<file path="config.mk">
export PLATFORM = sky130hd
export DESIGN_NAME = piet_div
export DESIGN_NICKNAME = d
export VERILOG_FILES = /design/src/rtl/piet_div.sv
export SDC_FILE = /design/constraint.sdc
export NUM_CORES = 1
export LEC_CHECK = 0
export ABC_CLOCK_PERIOD_IN_PS = 3200
export BUFFER_PORTS_ARGS = -buffer_cell sky130_fd_sc_hd__buf_4
export CAP_MARGIN = 20
export CORE_ASPECT_RATIO = 1.4
export CORE_UTILIZATION = 30
export DETAILED_ROUTE_END_ITERATION = 6
export HOLD_SLACK_MARGIN = 0.15
export PLACE_DENSITY_LB_ADDON = 0.12
export SLEW_MARGIN = 10
export SYNTH_ARGS = -nofsm -noshare
export SYNTH_HDL_FRONTEND = slang
export SYNTH_SLANG_ARGS = --single-unit
</file>
<file path="constraint.sdc">
create_clock -name clk -period 3.2 [get_ports clk]
set_input_delay 0 -clock clk [delete_from_list [all_inputs] [get_ports clk]]
set_output_delay 0 -clock clk [all_outputs]
set_load 0.05 [all_outputs]
</file>
<file path="src/rtl/piet_div.sv">
// Unsigned restoring divider, one quotient bit a cycle: q = num / den.
// No dependencies.
`default_nettype none
module piet_div #(
  parameter int unsigned NW = 64,
  parameter int unsigned DW = 64
) (
  input  wire logic          clk,
  input  wire logic          rst,
  input  wire logic          start,
  input  wire logic [NW-1:0] num,
  input  wire logic [DW-1:0] den,
  output logic               busy,
  output logic [NW-1:0]      quo
);
  logic [NW-1:0]          n_sh;
  logic [DW:0]            rem;
  logic [DW-1:0]          d;
  logic [$clog2(NW+1)-1:0] cnt;
  logic [DW:0]            trial;

  assign trial = {rem[DW-1:0], n_sh[NW-1]};

  always_ff @(posedge clk) begin
    if (rst) begin
      busy <= 1'b0;
      cnt  <= '0;
    end else if (start) begin
      busy <= 1'b1;
      cnt  <= ($clog2(NW+1))'(NW);
    end else if (busy) begin
      cnt <= cnt - 1'b1;
      if (cnt == ($clog2(NW+1))'(1)) busy <= 1'b0;
    end
  end

  always_ff @(posedge clk) begin
    if (start) begin
      n_sh <= num;
      rem  <= '0;
      d    <= den;
      quo  <= '0;
    end else if (busy) begin
      n_sh <= n_sh << 1;
      if (trial >= {1'b0, d}) begin
        rem <= trial - {1'b0, d};
        quo <= {quo[NW-2:0], 1'b1};
      end else begin
        rem <= trial;
        quo <= {quo[NW-2:0], 1'b0};
      end
    end
  end
endmodule
`default_nettype wire

</file>
# Yosys cells after proc, flatten, opt, wreduce, memory -nomap -nowiden
# Cells that the tools add are included.
[word_totals]
input_bits = 131
ff_bits = 264
wordCells = 22
output_inout_bits = 65
[classes]
mux = 9
n_addsub = 2
reduce_logical = 2
n_lt_le_gt_ge = 1
n_eq_ne = 1
[ops]
columns = ["operator", "count"]
rows = [
  ["$mux 64", 3],
  ["$ge 65x64->1", 1],
  ["$sub 64x64->64", 1],
  ["$mux 7", 2],
  ["$eq 7x1->1 const B", 1],
  ["$sub 7x1->7 const B", 1],
  ["$mux 1", 4],
  ["$reduce_bool 2->1", 1],
  ["$reduce_or 2->1", 1],
]

# Depth between registers and ports, before layout
[depth]
word_depth = 4
ltp_mapped = 15

# Worst setup path after synthesis
# OpenSTA, ideal clock, no wires.
[synth_path]
path_type = "register to register"
startpoint = "register d[9]"
endpoint = "register rem[54]"
synth_period_minus_slack_ns = 2.956
setup_time_ns = 0.086
stages_incl_launch_ff = 13
arrival_time_ns = 2.871
path_buffers = 0
path_slack_ns = 0.244
cell_sequence = "edfxtp_1 inv_1 ha_1 and2_1 a221o_1 nor2b_1 a211o_1 a2111oi_0 o21ai_1 a31oi_1 xnor2_1 mux2i_1 a211oi_1"
[synth_between]
elab_chain_cells = 2
elab_cells_between_ends = 3
classes_between = "1 x add/sub; 1 x order compare; 1 x mux"
[synth_lines]
columns = ["element", "line_no", "rtl"]
rows = [
  ["start, declared", "18", "logic [DW-1:0] d;"],
  ["start signal, assigned", "41", "d <= den;"],
  ["$sub 64x64->64 / $ge 65x64->1 (equally long branches)", "46, 45", ""],
  ["$mux 64 *", "45", "if (trial >= {1'b0, d}) begin"],
  ["end signal, assigned", "46", "rem <= trial - {1'b0, d};"],
  ["end signal, assigned", "49", "rem <= trial;"],
  ["end, declared", "17", "logic [DW:0] rem;"],
]
# Every way passes the cells marked *; elsewhere a longest branch is shown, timed or not.
# A chain may end at the register's enable or synchronous reset.

# Worst setup path in the final report
# Same ends and word-level chain as after synthesis.

==> flow_metrics.tcl <==
set metrics [dict create \
    hold_class "in -> reg" \
    max-cap-violations 0 \
    rsz0062_at_grt "true" \
    fin_crit_sh_pct 99.2 \
    initial_core_util_pct 30.3 \
    clk_pin_slew_ns 0.06 \
    synth.avg_cell_area_um2 9.75 \
    dieWidth_um 186 \
    dp_hpwl_um 28200 \
    io_buffers 195 \
    via_per_inst 4.80 \
    layout_common_cells "buf_4, dlygate4sd3_1, nor2_1" \
    final_common_cell "buf_4" \
    synth_edf_count 128 \
    postLayoutCellArea_um2 21000 \
    worst_slew_pin_slew_ns 0.691 \
    finalNetCount 2136 \
    critPathRequiredTime_ns 3.64 \
    synth_cell_types 64 \
    power.density_nw_per_um2 485 \
    final.min_clock_period_ns 3.17 \
    numPlacedInstances 2308 \
    grt_pass1_wl_um 65000 \
    synthCells 1458 \
    cts_buffers 30 \
    syn-cell-area_um2 14200 \
    finalPower_uw 10200 \
    dr_total_vias 12400 \
    drive_above_1_share_pct 28.4 \
    coreArea_um2 46900 \
    num_io_pins 196 \
    cp.arrival_ns 3.61 \
    setup_viol 0 \
    clk_path_buf_depth 3 \
    ir_worst_vdd_v 0.000418 \
    grtUsageTotal_pct 16.7 \
    dieArea_um2 48300 \
    cp-end-kind "register" \
    async_reset_ff_share_pct 0 \
    drt_iter0_drc 580 \
    finalHoldViolCount 0 \
    clock-sinks 264 \
    firstDrtPassIters 5 \
    hold_ws_ns 0.236 \
    synth_nets 1656 \
    critPathMaxFanout 8 \
    fin_skew_ns 0.0304 \
    antenna_found_initial 2 \
    status "complete, no violations" \
    slew_violations 0 \
    grt_pass1_vias 12600 \
    cts_root_buf "clkbuf_16" \
    synth_top_flop_cell "dfxtp_1" \
    area_growth_pct 47.8 \
    ys_seq_area_share_pct 46.2 \
    ys_ff_latch 264 \
    row_count 94 \
    totalWireLength_um 41700 \
    startpoint_type "register" \
    cts_tree "built" \
    p_leak_uw 0.00864 \
    worstSkewPairLatency_ns 0.61 \
    path_class "reg -> reg" \
    final_cells 2587 \
    placed_cell_area_um2 17100 \
    grt_overflow 0 \
    antenna_left 0 \
    gp_congestion 0.849 \
    grt_start_max_net_pins 125 \
    yosysWarnings 0 \
    wl_per_cell_um 16.1 \
    die_h_um 260 \
    drc_errors 0 \
    cts_max_level 1 \
    fmax_mhz 315 \
    fin_util_pct 44.8 \
    relSlewSlack_pct 53.9 \
]
[path summary, 6_finish.rpt]
kind / from / endpoint / slack (ns) / cells after the start
setup reg to reg: d[9]$_DFFE_PP_ / rem[54]$_SDFFE_PP0P_ / 0.03 / 15
hold / removal: num[32] / n_sh[32]$_DFFE_PP_ / 0.24 / 3
hold reg to reg: cnt[1]$_SDFFE_PP0P_ / cnt[1]$_SDFFE_PP0P_ / 0.49 / 2
setup / recovery: d[9]$_DFFE_PP_ / rem[54]$_SDFFE_PP0P_ / 0.03 / 15
[layer usage]
layer  global-route usage (%)  wire length, µm  up-vias
met5                        0               13        -
met4                     5.87             1260        2
met3                     3.32             2050       74
met2                     30.6            21500      241
met1                     19.0            16900     5932
li1                         -                -     6166
[where the power goes]
part	switching [µW]	total (µW)	internal (µW)
combinational	1360	2690	1330
clock	1480	3580	2090
sequential	125	3930	3810
total	2970	10200	7230
[state kept, by name (all words and copies together), names as in the netlist]
| name | count |
|---|---|
| d | 64 |
| n_sh | 64 |
| quo | 64 |
| rem | 64 |
| cnt | 7 |
| busy | 1 |
[area by class of cell]
type                       instances  area (µm²)
multi-input combinational       1014        7490
sequential                       264        6570
antenna                            1        2.50
inverter                          93         349
fill                            4505       25900
tap                              624         781
clock buffer                      44         853
timing repair buffer             535        4800
clock inverter                    12         169
[cell families (layout without fill, tap and decap cells)]
kind of cell             count (synthesis)  after routing  synth area share (%)
buffers and inverters                  180            684                  5.19
multiplexers                           132            132                  9.84
other                                    0              1                     0
XOR/XNOR                                60             60                  3.69
adder cells (fa/ha/maj)                 67             67                  5.95
AND/OR/NAND/NOR                        445            445                  13.9
AO/OA/AOI/OAI                          310            310                  15.3
flip-flops                             264            264                  46.2
[critical path, stage by stage, from the launching register on]
cell      delay (ns)
edfxtp_1        0.37
inv_2           0.07
ha_4            0.20
and2_4          0.15
a221o_1         0.35
a211o_4         0.39
o21ai_4         0.16
a311oi_4        0.15
a31oi_4         0.28
buf_12          0.14
o21ai_4         0.05
buf_12          0.15
buf_12          0.14
buf_12          0.13
mux2i_1         0.17
a211oi_2        0.08
[cells in the mapped netlist (17+ instances only)]
cell      number  area, µm²
a21o_1        20        150
a21oi_1       92        460
a311oi_1      29        254
clkbuf_1      63        236
dfxtp_1      136       2720
edfxtp_1     128       3840
ha_1          66        826
inv_1         93        349
mux2_2        63        709
mux2i_1       69        691
nand2_1      144        541
nand3_1       18       90.1
nand4_1       28        175
nor2_1       171        642
o21ai_0       45        225
o21bai_1      17        128
xnor2_1       38        333
xor2_1        22        193
[stage by stage]
stage / TNS (ns) / setup WS [ns]
3_3_place_gp: -1.09 / -0.181
4_1_cts: 0 / 0.00160
5_1_grt: -1.35 / -0.158
2_1_floorplan: 0 / 0.244
3_5_place_dp: -2.50 / -0.146
6_report: 0 / 0.0266
[what timing repair did]
| item | 4_1_cts | 5_1_grt |
|---|---|---|
| setup buffers | 6 | 15 |
| hold buffers | 196 | 0 |
| pin swaps | 9 | 48 |
| hold endpoints to repair | 193 | 0 |
| setup endpoints to repair | 59 | 62 |
| resized for setup | 23 | 106 |
| cloned | 1 | 5 |
Power figures use the tool's default switching activity.
